### config.mk
export PLATFORM = sky130hd
export DESIGN_NAME = voxel_face_culling_mesher_flat
export DESIGN_NICKNAME = d
export VERILOG_FILES = /design/src/hw/rtl/vfm_pkg.sv /design/src/hw/rtl/vfm_chan_if.sv /design/src/hw/rtl/vfm_front.sv /design/src/hw/rtl/vfm_queue.sv /design/src/hw/rtl/vfm_back.sv /design/src/hw/rtl/voxel_face_culling_mesher.sv /design/src/flat_wrapper.sv
export SDC_FILE = /design/constraint.sdc
export NUM_CORES = 1
export LEC_CHECK = 0
export BUFFER_PORTS_ARGS = -buffer_cell sky130_fd_sc_hd__buf_2
export CORE_ASPECT_RATIO = 0.5
export CORE_UTILIZATION = 55
export DETAILED_ROUTE_END_ITERATION = 8
export PLACE_DENSITY_LB_ADDON = 0.1
export SETUP_SLACK_MARGIN = 0.05
export SLEW_MARGIN = 30
export SYNTH_ARGS = -nofsm -noshare
export SYNTH_HDL_FRONTEND = slang
export SYNTH_SLANG_ARGS = --single-unit
### constraint.sdc
create_clock -name clk -period 5.2 [get_ports clk]
set_input_delay 0.78 -clock clk [delete_from_list [all_inputs] [get_ports clk]]
set_output_delay 0.78 -clock clk [all_outputs]
set_load 0.1 [all_outputs]
### src/hw/rtl/vfm_pkg.sv
// Shared types, codes and constant tables of the voxel face-culling mesher.
`default_nettype none

package vfm_pkg;

  // Chunk geometry and the coordinate widths that follow from it
  localparam int CHUNK_EDGE   = 16;
  localparam int CHUNK_HEIGHT = 256;
  localparam int XZ_W         = $clog2(CHUNK_EDGE);
  localparam int Y_W          = $clog2(CHUNK_HEIGHT);
  localparam int PXZ_W        = $clog2(CHUNK_EDGE + 1);
  localparam int PY_W         = $clog2(CHUNK_HEIGHT + 1);

  localparam int NUM_FACES  = 6;
  localparam int VIDX_W     = 21;
  localparam int CFG_IDX_W  = 3;
  localparam int CFG_DATA_W = 9;
  localparam int QUEUE_DEPTH = 2;

  // Face numbers, also the normal direction
  localparam logic [2:0] FACE_PX = 3'd0;
  localparam logic [2:0] FACE_NX = 3'd1;
  localparam logic [2:0] FACE_PY = 3'd2;
  localparam logic [2:0] FACE_NY = 3'd3;
  localparam logic [2:0] FACE_PZ = 3'd4;
  localparam logic [2:0] FACE_NZ = 3'd5;

  localparam logic [7:0] ALPHA_WATER = 8'd200;
  localparam logic [7:0] ALPHA_SOLID = 8'd255;

  // Configuration register indexes
  typedef enum logic [CFG_IDX_W-1:0] {
    REG_AIR      = 3'd0,
    REG_WATER    = 3'd1,
    REG_GLASS    = 3'd2,
    REG_FILTER   = 3'd3,
    REG_FACE_SEL = 3'd4
  } reg_idx_t;

  // Face selection modes
  typedef enum logic [1:0] {
    FS_ALL    = 2'd0,
    FS_TOP    = 2'd1,
    FS_BOTTOM = 2'd2,
    FS_SIDES  = 2'd3
  } face_sel_t;

  // Base colour classes for the light scaling table
  localparam int NUM_BASE = 5;
  localparam logic [2:0] BASE_50  = 3'd0;
  localparam logic [2:0] BASE_100 = 3'd1;
  localparam logic [2:0] BASE_255 = 3'd2;
  localparam logic [2:0] BASE_200 = 3'd3;
  localparam logic [2:0] BASE_170 = 3'd4;
  localparam int unsigned BASE_VAL [NUM_BASE] = '{50, 100, 255, 200, 170};

  typedef logic [NUM_BASE-1:0][15:0][7:0] scale_tbl_t;

  // Build floor(c*(15+9L)/150) for every base colour and light level
  function automatic scale_tbl_t build_scale();
    scale_tbl_t  t;
    int unsigned c;
    for (int b = 0; b < NUM_BASE; b++) begin
      for (int l = 0; l < 16; l++) begin
        c = BASE_VAL[b];
        t[b][l] = 8'((c * (15 + 9 * l)) / 150);
      end
    end
    return t;
  endfunction

  localparam scale_tbl_t SCALE_TBL = build_scale();

  // Corner offsets per face: bit 2 x, bit 1 y, bit 0 z
  localparam logic [2:0] CORNER_TBL [NUM_FACES][4] = '{
    '{3'd5, 3'd4, 3'd6, 3'd7},
    '{3'd0, 3'd1, 3'd3, 3'd2},
    '{3'd3, 3'd7, 3'd6, 3'd2},
    '{3'd0, 3'd4, 3'd5, 3'd1},
    '{3'd1, 3'd5, 3'd7, 3'd3},
    '{3'd4, 3'd0, 3'd2, 3'd6}
  };

  // Grey class of a solid block's face
  function automatic logic [2:0] grey_class(logic [2:0] f);
    case (f)
      FACE_PX, FACE_NX: grey_class = BASE_200;
      FACE_PY:          grey_class = BASE_255;
      FACE_NY:          grey_class = BASE_100;
      default:          grey_class = BASE_170;
    endcase
  endfunction

  // Input request: one block with its neighbours
  typedef struct packed {
    logic             first_of_chunk;
    logic [7:0]       block_type;
    logic [XZ_W-1:0]  block_x;
    logic [Y_W-1:0]   block_y;
    logic [XZ_W-1:0]  block_z;
    logic [47:0]      neighbor_types;
    logic [23:0]      neighbor_lights;
  } blk_t;

  // Output request: one vertex
  typedef struct packed {
    logic [VIDX_W-1:0] vert_idx;
    logic [PXZ_W-1:0]  pos_x;
    logic [PY_W-1:0]   pos_y;
    logic [PXZ_W-1:0]  pos_z;
    logic [2:0]        face;
    logic [1:0]        corner;
    logic [7:0]        red;
    logic [7:0]        green;
    logic [7:0]        blue;
    logic [7:0]        alpha;
    logic              last;
  } vtx_t;

  // Classified block handed from front to back
  typedef struct packed {
    logic                       first;
    logic                       water;
    logic [NUM_FACES-1:0]       keep;
    logic [XZ_W-1:0]            bx;
    logic [Y_W-1:0]             by;
    logic [XZ_W-1:0]            bz;
    logic [NUM_FACES-1:0][3:0]  lights;
  } job_t;

  // Queue status seen by both sides
  typedef struct packed {
    logic full;
    logic empty;
  } q_stat_t;

endpackage

`default_nettype wire

### src/hw/rtl/vfm_chan_if.sv
// Valid/ready channel interface carrying one request payload.
`default_nettype none

interface vfm_chan_if #(parameter type T = logic) ();
  logic valid;
  logic ready;
  T     data;

  modport source (output valid, output data, input ready);
  modport sink   (input valid, input data, output ready);
endinterface

`default_nettype wire

### src/hw/rtl/vfm_front.sv
// Front end: configuration registers and per-block face classification.
`default_nettype none

module vfm_front (
  input  wire logic                           clk,
  input  wire logic                           rst,
  input  wire logic                           cfg_write,
  input  wire logic [vfm_pkg::CFG_IDX_W-1:0]  cfg_index,
  input  wire logic [vfm_pkg::CFG_DATA_W-1:0] cfg_data,
  vfm_chan_if.sink                            blk,
  input  wire vfm_pkg::q_stat_t               q_stat,
  output logic                                push,
  output vfm_pkg::job_t                       push_job
);

  logic [7:0]         air_code;
  logic [7:0]         water_code;
  logic [7:0]         glass_code;
  logic [8:0]         type_filter;
  vfm_pkg::face_sel_t face_select;

  // Write configuration registers
  always_ff @(posedge clk) begin
    if (rst) begin
      air_code    <= 8'd0;
      water_code  <= 8'd1;
      glass_code  <= 8'd2;
      type_filter <= 9'h1FF;
      face_select <= vfm_pkg::FS_ALL;
    end else if (cfg_write) begin
      case (cfg_index)
        vfm_pkg::REG_AIR:      air_code    <= cfg_data[7:0];
        vfm_pkg::REG_WATER:    water_code  <= cfg_data[7:0];
        vfm_pkg::REG_GLASS:    glass_code  <= cfg_data[7:0];
        vfm_pkg::REG_FILTER:   type_filter <= cfg_data;
        vfm_pkg::REG_FACE_SEL: face_select <= vfm_pkg::face_sel_t'(cfg_data[1:0]);
        default: ;
      endcase
    end
  end

  logic                          reject;
  logic                          is_water;
  logic [vfm_pkg::NUM_FACES-1:0] keep;
  logic [vfm_pkg::NUM_FACES-1:0] allowed;

  // Classify the block and each of its faces
  always_comb begin
    logic [7:0] nt;
    reject = (blk.data.block_type == air_code) ||
             (!type_filter[8] && (blk.data.block_type != type_filter[7:0]));
    is_water = (blk.data.block_type == water_code);
    case (face_select)
      vfm_pkg::FS_TOP:    allowed = 6'b000100;
      vfm_pkg::FS_BOTTOM: allowed = 6'b001000;
      vfm_pkg::FS_SIDES:  allowed = 6'b110011;
      default:            allowed = 6'b111111;
    endcase
    keep = '0;
    for (int f = 0; f < vfm_pkg::NUM_FACES; f++) begin
      nt = blk.data.neighbor_types[8*f +: 8];
      keep[f] = !reject && allowed[f] &&
                (nt == air_code || nt == water_code || nt == glass_code) &&
                !(is_water && nt == water_code);
    end
  end

  // Hand every accepted block to the queue; empty ones still carry first_of_chunk
  assign blk.ready = !q_stat.full;
  assign push      = blk.valid && !q_stat.full;

  always_comb begin
    push_job.first  = blk.data.first_of_chunk;
    push_job.water  = is_water;
    push_job.keep   = keep;
    push_job.bx     = blk.data.block_x;
    push_job.by     = blk.data.block_y;
    push_job.bz     = blk.data.block_z;
    push_job.lights = blk.data.neighbor_lights;
  end

endmodule

`default_nettype wire

### src/hw/rtl/vfm_queue.sv
// Short job queue between the classifying front and the vertex back end.
`default_nettype none

module vfm_queue (
  input  wire logic          clk,
  input  wire logic          rst,
  input  wire logic          push,
  input  wire vfm_pkg::job_t push_job,
  input  wire logic          pop,
  output vfm_pkg::job_t      head,
  output vfm_pkg::q_stat_t   stat
);

  localparam int PTR_W = (vfm_pkg::QUEUE_DEPTH > 1) ? $clog2(vfm_pkg::QUEUE_DEPTH) : 1;
  localparam int CNT_W = $clog2(vfm_pkg::QUEUE_DEPTH + 1);

  vfm_pkg::job_t    entries [vfm_pkg::QUEUE_DEPTH];
  logic [PTR_W-1:0] wr_ptr;
  logic [PTR_W-1:0] rd_ptr;
  logic [CNT_W-1:0] cnt;

  logic do_push;
  logic do_pop;

  assign stat.full  = (cnt == CNT_W'(vfm_pkg::QUEUE_DEPTH));
  assign stat.empty = (cnt == '0);
  assign do_push    = push && !stat.full;
  assign do_pop     = pop && !stat.empty;
  assign head       = entries[rd_ptr];

  // Store an entry on push
  always_ff @(posedge clk) begin
    if (do_push) begin
      entries[wr_ptr] <= push_job;
    end
  end

  // Advance pointers and fill count
  always_ff @(posedge clk) begin
    if (rst) begin
      wr_ptr <= '0;
      rd_ptr <= '0;
      cnt    <= '0;
    end else begin
      if (do_push) begin
        wr_ptr <= (wr_ptr == PTR_W'(vfm_pkg::QUEUE_DEPTH - 1)) ? '0 : wr_ptr + 1'b1;
      end
      if (do_pop) begin
        rd_ptr <= (rd_ptr == PTR_W'(vfm_pkg::QUEUE_DEPTH - 1)) ? '0 : rd_ptr + 1'b1;
      end
      if (do_push && !do_pop) begin
        cnt <= cnt + 1'b1;
      end else if (do_pop && !do_push) begin
        cnt <= cnt - 1'b1;
      end
    end
  end

endmodule

`default_nettype wire

### src/hw/rtl/vfm_back.sv
// Back end: walks the kept faces of a job and emits four vertices per face.
`default_nettype none

module vfm_back (
  input  wire logic             clk,
  input  wire logic             rst,
  input  wire vfm_pkg::q_stat_t q_stat,
  input  wire vfm_pkg::job_t    head,
  output logic                  pop,
  vfm_chan_if.source            vtx
);

  logic                          busy;
  vfm_pkg::job_t                 job;
  logic [vfm_pkg::NUM_FACES-1:0] remain;
  logic [1:0]                    corner;
  logic [vfm_pkg::VIDX_W-1:0]    vcount;
  logic                          out_valid;
  vfm_pkg::vtx_t                 out_data;

  logic                          adv;
  logic                          emit;
  logic [2:0]                    cur_face;
  logic [vfm_pkg::NUM_FACES-1:0] cur_onehot;
  logic [vfm_pkg::NUM_FACES-1:0] rest;
  logic                          is_last;
  logic [3:0]                    light;
  logic [2:0]                    r_cls;
  logic [2:0]                    g_cls;
  logic [2:0]                    b_cls;
  logic [2:0]                    cbits;
  vfm_pkg::vtx_t                 vtx_next;

  assign adv  = !out_valid || vtx.ready;
  assign pop  = !busy && !q_stat.empty;
  assign emit = busy && adv;

  // Pick the lowest face still to be emitted
  always_comb begin
    cur_face = vfm_pkg::FACE_PX;
    for (int i = vfm_pkg::NUM_FACES - 1; i >= 0; i--) begin
      if (remain[i]) begin
        cur_face = 3'(i);
      end
    end
    cur_onehot = '0;
    cur_onehot[cur_face] = 1'b1;
    rest    = remain & ~cur_onehot;
    is_last = (corner == 2'd3) && (rest == '0);
  end

  // Build the vertex for the current face and corner
  always_comb begin
    light = job.lights[cur_face];
    if (job.water) begin
      r_cls = vfm_pkg::BASE_50;
      g_cls = vfm_pkg::BASE_100;
      b_cls = vfm_pkg::BASE_255;
    end else begin
      r_cls = vfm_pkg::grey_class(cur_face);
      g_cls = r_cls;
      b_cls = r_cls;
    end
    cbits = vfm_pkg::CORNER_TBL[cur_face][corner];
    vtx_next.vert_idx = vcount;
    vtx_next.pos_x  = {1'b0, job.bx} + vfm_pkg::PXZ_W'(cbits[2]);
    vtx_next.pos_y  = {1'b0, job.by} + vfm_pkg::PY_W'(cbits[1]);
    vtx_next.pos_z  = {1'b0, job.bz} + vfm_pkg::PXZ_W'(cbits[0]);
    vtx_next.face   = cur_face;
    vtx_next.corner = corner;
    vtx_next.red    = vfm_pkg::SCALE_TBL[r_cls][light];
    vtx_next.green  = vfm_pkg::SCALE_TBL[g_cls][light];
    vtx_next.blue   = vfm_pkg::SCALE_TBL[b_cls][light];
    vtx_next.alpha  = job.water ? vfm_pkg::ALPHA_WATER : vfm_pkg::ALPHA_SOLID;
    vtx_next.last   = is_last;
  end

  // Load jobs, step through corners and faces, count vertices
  always_ff @(posedge clk) begin
    if (rst) begin
      busy   <= 1'b0;
      remain <= '0;
      corner <= 2'd0;
      vcount <= '0;
    end else if (pop) begin
      job    <= head;
      remain <= head.keep;
      busy   <= |head.keep;
      corner <= 2'd0;
      if (head.first) begin
        vcount <= '0;
      end
    end else if (emit) begin
      vcount <= vcount + 1'b1;
      corner <= corner + 1'b1;
      if (corner == 2'd3) begin
        remain <= rest;
      end
      if (is_last) begin
        busy <= 1'b0;
      end
    end
  end

  // Output register: hold while the receiver stalls
  always_ff @(posedge clk) begin
    if (rst) begin
      out_valid <= 1'b0;
    end else if (emit) begin
      out_valid <= 1'b1;
    end else if (vtx.ready) begin
      out_valid <= 1'b0;
    end
  end

  always_ff @(posedge clk) begin
    if (emit) begin
      out_data <= vtx_next;
    end
  end

  assign vtx.valid = out_valid;
  assign vtx.data  = out_data;

  // A busy back end always has a face left to emit
  a_busy_has_face: assert property (@(posedge clk) disable iff (rst)
    busy |-> (remain != '0))
    else $error("back end busy with no face left");

  // The block's final vertex frees the back end
  a_last_frees: assert property (@(posedge clk) disable iff (rst)
    (emit && is_last) |=> !busy)
    else $error("back end still busy after final vertex");

  // Corners start at zero for every face walk
  a_idle_corner: assert property (@(posedge clk) disable iff (rst)
    !busy |-> (corner == 2'd0))
    else $error("corner counter not at zero while idle");

endmodule

`default_nettype wire

### src/hw/rtl/voxel_face_culling_mesher.sv
// Top level of the voxel face-culling mesher: front, job queue and vertex back end.
//
// Usage:
//   blk carries one block per request: its type, position and the types and
//   light levels of its six neighbours. vtx carries one vertex per request,
//   four per visible face, faces in order +x,-x,+y,-y,+z,-z; last marks the
//   final vertex of a block. Air, filtered-out and fully hidden blocks give
//   no vertices. cfg_write/cfg_index/cfg_data write the five registers
//   (air, water, glass codes, type filter, face selection) while idle.
//   A taken block passes through the queue, then the load into the back end,
//   then the output register before its first vertex shows.
//   The back end emits one vertex per cycle while the receiver takes them, and
//   loads each block from the queue before its vertices. The two-entry queue
//   lets the front take new blocks while the back end is still emitting.
//   Reset clears the queue, the vertex counter and the registers to their
//   defaults. When the receiver stalls, the output register holds its vertex,
//   the back end waits, and blk.ready drops once the queue fills.
`default_nettype none

module voxel_face_culling_mesher (
  input  wire logic                           clk,
  input  wire logic                           rst,
  input  wire logic                           cfg_write,
  input  wire logic [vfm_pkg::CFG_IDX_W-1:0]  cfg_index,
  input  wire logic [vfm_pkg::CFG_DATA_W-1:0] cfg_data,
  vfm_chan_if.sink                            blk,
  vfm_chan_if.source                          vtx
);

  vfm_pkg::q_stat_t q_stat;
  vfm_pkg::job_t    push_job;
  vfm_pkg::job_t    head;
  logic             push;
  logic             pop;

  vfm_front u_front (
    .clk       (clk),
    .rst       (rst),
    .cfg_write (cfg_write),
    .cfg_index (cfg_index),
    .cfg_data  (cfg_data),
    .blk       (blk),
    .q_stat    (q_stat),
    .push      (push),
    .push_job  (push_job)
  );

  vfm_queue u_queue (
    .clk      (clk),
    .rst      (rst),
    .push     (push),
    .push_job (push_job),
    .pop      (pop),
    .head     (head),
    .stat     (q_stat)
  );

  vfm_back u_back (
    .clk    (clk),
    .rst    (rst),
    .q_stat (q_stat),
    .head   (head),
    .pop    (pop),
    .vtx    (vtx)
  );

endmodule

`default_nettype wire

### src/flat_wrapper.sv
// flat-port wrapper written by rule: the top's interface ports become plain ports
module voxel_face_culling_mesher_flat 
  (clk, rst, cfg_write, cfg_index, cfg_data, blk_valid, blk_data, blk_ready, vtx_valid, vtx_data, vtx_ready);
  vfm_chan_if #(.T(vfm_pkg::blk_t)) blk_i ();
  vfm_chan_if #(.T(vfm_pkg::vtx_t)) vtx_i ();
  input  wire logic clk;
  input  wire logic rst;
  input  wire logic cfg_write;
  input  wire logic [vfm_pkg::CFG_IDX_W-1:0] cfg_index;
  input  wire logic [vfm_pkg::CFG_DATA_W-1:0] cfg_data;
  input wire logic [$bits(blk_i.valid)-1:0] blk_valid;
  input wire logic [$bits(blk_i.data)-1:0] blk_data;
  output wire logic [$bits(blk_i.ready)-1:0] blk_ready;
  output wire logic [$bits(vtx_i.valid)-1:0] vtx_valid;
  output wire logic [$bits(vtx_i.data)-1:0] vtx_data;
  input wire logic [$bits(vtx_i.ready)-1:0] vtx_ready;
  assign blk_i.valid = blk_valid;
  assign blk_i.data = blk_data;
  assign blk_ready = blk_i.ready;
  assign vtx_valid = vtx_i.valid;
  assign vtx_data = vtx_i.data;
  assign vtx_i.ready = vtx_ready;
  voxel_face_culling_mesher u_core (.clk(clk), .rst(rst), .cfg_write(cfg_write), .cfg_index(cfg_index), .cfg_data(cfg_data), .blk(blk_i), .vtx(vtx_i));
endmodule
==> results of run 1 <==
-- area by class of cell --
type,count,share of cell area [%]
Clock buffer,34,4.22
Clock inverter,12,0.854
Inverter,20,0.446
Timing Repair Buffer,211,6.70
Tap cell,352,2.61
Multi-Input combinational cell,993,39.7
Sequential cell,279,45.5
-- worst max-delay path by stage --
stage | start | end | slack, ns | depth (start not counted)
after floorplan | vtx_ready | u_core.u_back.remain[5] | 1.13 | 6
after global placement | u_core.u_back.remain[2] | u_core.u_back.vtx.data[22] | 0.83 | 12
after detailed placement | u_core.u_back.remain[2] | u_core.u_back.vtx.data[20] | 0.86 | 13
after CTS | u_core.u_back.remain[2] | u_core.u_back.vtx.data[20] | 0.83 | 13
after global routing | u_core.u_back.remain[2] | u_core.u_back.vtx.data[20] | 0.48 | 13
final | u_core.u_back.remain[2] | u_core.u_back.vtx.data[22] | 0.60 | 12
-- cell families (layout without fill, tap and decap cells) --
group / Yosys count / in the layout / share of synthesized area [%]
AND/OR/NAND/NOR: 410 / 410 / 13.1
AO/OA/AOI/OAI: 294 / 294 / 13.1
flip-flops: 279 / 279 / 51.5
XOR/XNOR: 204 / 204 / 12.0
buffers and inverters: 121 / 277 / 3.87
multiplexers: 59 / 59 / 4.46
adder cells (fa/ha/maj): 23 / 23 / 1.93
other: 1 / 3 / 0.0252
-- synth_stat cells, drive strengths merged (6+ instances only) --
cell type and number:
nand2 140, o22ai 24, inv 19, or3 7, dfxtp 71, a31oi 17
nor4 6, o21ai 52, o211ai 21, mux2 45, clkbuf 59, xnor2 172
xor2 32, a221oi 8, a21oi 82, nand3b 12, nor3 31, nand3 18
a21o 7, mux2i 14, nand4 51, a211oi 17, ha 23, or2 7
edfxtp 208, and3 15, buf 42, nor2 105, o221ai 6, a2111oi 8
-- stage by stage --
step / instances / area (um^2)
2_1_floorplan: 1393 / 14900
3_3_place_gp: 1854 / 16000
3_5_place_dp: 1855 / 16000
4_1_cts: 1901 / 16800
5_1_grt: 1901 / 16800
6_report: 1901 / 16800
-- registers in the layout, indices dropped and copies added (netlist names), 6 cells and up, named ones only --
signal	cells
u_core.u_back.job	41
u_core.u_front.water_code	8
u_core.u_back.vtx.data	71
u_core.u_front.type_filter	9
u_core.u_front.glass_code	8
u_core.u_back.vcount	21
u_core.u_front.air_code	8
u_core.u_queue.entries	96
u_core.u_back.remain	6
-- critical path: cells and delay by family (launching register included) --
kind	cells	cell delay [ns]
flip-flops	1	0.46
adder cells (fa/ha/maj)	2	0.77
AND/OR/NAND/NOR	5	1.32
buffers and inverters	2	0.49
AO/OA/AOI/OAI	3	1.24
-- layer usage --
| layer | part of all wire (%) | up-vias | global-route usage, % |
|---|---|---|---|
| met4 | 3.5 | 0 | 10.9 |
| met5 | 0 | - | 0 |
| met3 | 8.4 | 132 | 6.33 |
| li1 | - | 5361 | - |
| met1 | 43 | 5732 | 41.6 |
| met2 | 45 | 606 | 48.0 |
==> impl_metrics.ini, run 1 <==
[run_status]
run_status = finished, final reports clean

[placed_design]
port_buffers = 190
globalplace.congestion = 1.00
dp_hpwl_um = 29800
place_ws_ns = 0.859

[final_layout]
layout_commonest_cell = edfxtp_1
syn_to_final_growth_pct = 13.2
multi_input_area_mm2 = 0.00668
nets = 1667
drive_above_1_share_pct = 20.9
fillers = 2160
diodes = 0
regArea_mm2 = 0.00767
layout_common_cells = edfxtp_1, buf_2, xnor2_1, nand2_1, nor2_1
final_core_utilization_pct = 63.6

[critical_path]
max_stage_delay_ns = 0.56
slowest_stage = o311ai_0
cp_max_fo = 13
regToRegSetupSlack_ns = 0.60
required_ns = 5.45
end_kind = register
ff2ff_path_depth = 12
cp_data_arrival_time_ns = 4.86
crit-reg2reg-launch = u_core.u_back.remain[2]
crit_chain = nor2b_1, a211o_1, ha_1, nor3_1, buf_4, nor3_2, inv_1, ha_1, nor2_1, nor2_1, o311ai_0, o2111ai_1
path_class = reg2reg
r2r_end = u_core.u_back.vtx.data[22]
critPathLaunchType = register

[cts]
clk_path_buf_depth = 3
post_cts_resized = 0
cts.hold.buffers_added = 0
cts_sinks = 279
root_buffer = clkbuf_16
cts_buffers = 25
cts-htree-levels = 1
cts.reportedPaths.clkPinSlew_ns = 0.07
insertion_delay_ns = 0.56
postCtsSetupBuffers = 0
cts_tree = yes

[timing]
setup_viol_count_final = 0
maxSlewHeadroom_pct = 37.0
fin_ws_ns = 0.597
min_period_over_period_pct = 88.5
period_minus_slack_ns = 4.60
rsz0062_at_grt = no
tightest_slew_ns = 0.920
fin_skew_ns = 0.0102
finalHoldViolCount = 0
fin_tns_setup_ns = 0
slew_violations = 0
fmax_mhz = 217
hold_ws_ns = 0.412

[synthesis]
synth_top_area_share_pct = 42.0
ys_types = 76
postSynthAreaPerCell_um2 = 10.7
ys_seq_area_share_pct = 51.5
synthesis.area_mm2 = 0.0149
yosys.area.top_type = edfxtp_1
synthCells = 1391
synth_edf_count = 208
async_reset_ff_share_pct = 0
ys_ff_latch = 279
synthTopCellsByArea = edfxtp_1, xnor2_1, dfxtp_1
yosysWarnings = 0
synthFlopType = edfxtp_1

[min_path]
hp-start = blk_data[96]
hold_class = in2reg
holdPathStages = 1
whs_endpoint = u_core.u_queue.entries[1][47]

[die]
fp.dieH_um = 118
coreArea_mm2 = 0.0265
ios = 194
die_area_mm2 = 0.0278
fp.dieW_um = 235
core.rowCount = 42
start_util_pct = 56.2

[flow_run]
maxCapViolCount = 0

[route]
drtIter0Drc = 1268
vias_per_cell = 6.22
routed_wl_um = 42500
wl_per_cell_um = 22.3
drt_first_pass_iters = 5
ant_nets = 0
drc = 0
vias = 11831

[grt]
grt_first_pass_wirelength_um = 65800
overflow = 0
grt_max_degree = 54
antenna_found_initial = 0
track_usage_pct = 30.4
grt_pass1_vias = 11444
Power of run 1 is not shown: default switching activity piles up to over one toggle a cycle in this logic, so the estimate is an artifact.
==> run 2, diff against run 1 <==
Settings changed: CORE_MARGIN from default to 10.
==> impl_metrics.ini, run 2 (synthesis gave the netlist of run 1 again) <==
[route]
routed_wl_um = 42800
wl_per_cell_um = 22.5
vias_per_cell = 6.12
dr_wl_met2_um = 20000
m1WireLength_um = 17500
drt_first_pass_iters = 6
wl_met3_um = 3880
drtIter0Drc = 1102
drc = 0
ant_nets = 0
highest_layer = met4
vias = 11648

[die]
fp.dieH_um = 136
coreArea_mm2 = 0.0265
fp.dieW_um = 253
ios = 194
start_util_pct = 56.1
die_area_mm2 = 0.0344
core.rowCount = 42

[timing]
maxSlewHeadroom_pct = 32.5
finalHoldViolCount = 0
fin_tns_setup_ns = 0
fmax_mhz = 227
period_minus_slack_ns = 4.40
tightest_slew_ns = 1.01
fin_skew_ns = 0.0251
rsz0062_at_grt = no
slew_violations = 0
min_period_over_period_pct = 84.6
setup_viol_count_final = 0
hold_ws_ns = 0.418

[grt]
track_usage_pct = 24.1
antenna_found_initial = 0
overflow = 0
grt_first_pass_wirelength_um = 65500
grt_pass1_vias = 11618
grt_max_degree = 54

[final_layout]
diodes = 0
final_core_utilization_pct = 63.3
layout_commonest_cell = edfxtp_1
fillers = 2108
nets = 1668
largest_reg_flops = 96
syn_to_final_growth_pct = 13.0
layout_common_cells = edfxtp_1, buf_2, xnor2_1, nand2_1, nor2_1
top_register = u_core.u_queue.entries
drive_above_1_share_pct = 20.5

[run_status]
run_status = finished, final reports clean

[critical_path]
regToRegSetupSlack_ns = 0.80
path_class = reg2reg
critPathLaunchType = register
crit-reg2reg-launch = u_core.u_back.remain[2]
ff2ff_path_depth = 13
cp_max_fo = 13
cp_data_arrival_time_ns = 4.68
required_ns = 5.49
r2r_end = u_core.u_back.vtx.data[20]
end_kind = register
crit_start = u_core.u_back.remain[2]

[min_path]
whs_endpoint = u_core.u_queue.entries[1][39]
holdPathStages = 1
hp-start = blk_data[87]
hold_class = in2reg

[flow_run]
maxCapViolCount = 0

[cts]
postCtsSetupBuffers = 0
clk_path_buf_depth = 3
cts-htree-levels = 1
cts_tree = yes
insertion_delay_ns = 0.55
cts_sinks = 279
root_buffer = clkbuf_16
cts_buffers = 25
cts.hold.buffers_added = 0
cts.reportedPaths.clkPinSlew_ns = 0.07
post_cts_resized = 0

[placed_design]
globalplace.congestion = 1.02
dp_hpwl_um = 30300
port_buffers = 190
## run 2: critical path: stages (launching register included)
cell and delay (ns):
dfxtp_1 0.46, nor2b_1 0.26, a211o_1 0.44, inv_1 0.20, ha_1 0.26, or3_1 0.49
a21oi_4 0.26, inv_1 0.17, ha_1 0.39, nand2_1 0.20, nor2_1 0.15, a21oi_1 0.05
o311a_1 0.28, or4_1 0.53
## run 2: area by class of cell
class | instances | area (um^2) | area share, %
Sequential cell | 279 | 7670 | 45.6
Multi-Input combinational cell | 993 | 6680 | 39.7
Timing Repair Buffer | 212 | 1160 | 6.88
Clock buffer | 38 | 737 | 4.38
Tap cell | 352 | 440 | 2.62
Inverter | 20 | 75.1 | 0.447
Clock inverter | 8 | 56.3 | 0.335
## run 2: worst max-delay path by stage
stage	to	slack, ns	depth (start not counted)
floorplan	u_core.u_back.remain[5]	1.13	6
global placement	u_core.u_back.vtx.data[20]	0.99	13
detailed placement	u_core.u_back.vtx.data[20]	0.93	13
CTS	u_core.u_back.vtx.data[20]	0.91	13
global route	u_core.u_back.vtx.data[30]	0.56	12
finish	u_core.u_back.vtx.data[20]	0.80	13
## run 2: stage by stage
| step | instance area (um^2) | worst slack (ns) | std cells |
|---|---|---|---|
| floorplan | 14900 | 1.13 | 1393 |
| global placement | 16000 | 0.988 | 1854 |
| detailed placement | 16000 | 0.935 | 1856 |
| CTS | 16800 | 0.912 | 1902 |
| global route | 16800 | 0.557 | 1902 |
| finish | 16800 | 0.801 | 1902 |
## run 2: per-layer routing
| metal | up-vias | GRT usage (%) |
|---|---|---|
| met4 | 0 | 8.97 |
| met5 | - | 0 |
| met1 | 5540 | 30.6 |
| met2 | 599 | 39.6 |
| met3 | 131 | 5.96 |
| li1 | 5378 | - |
Power of run 2 is left out for the same reason.
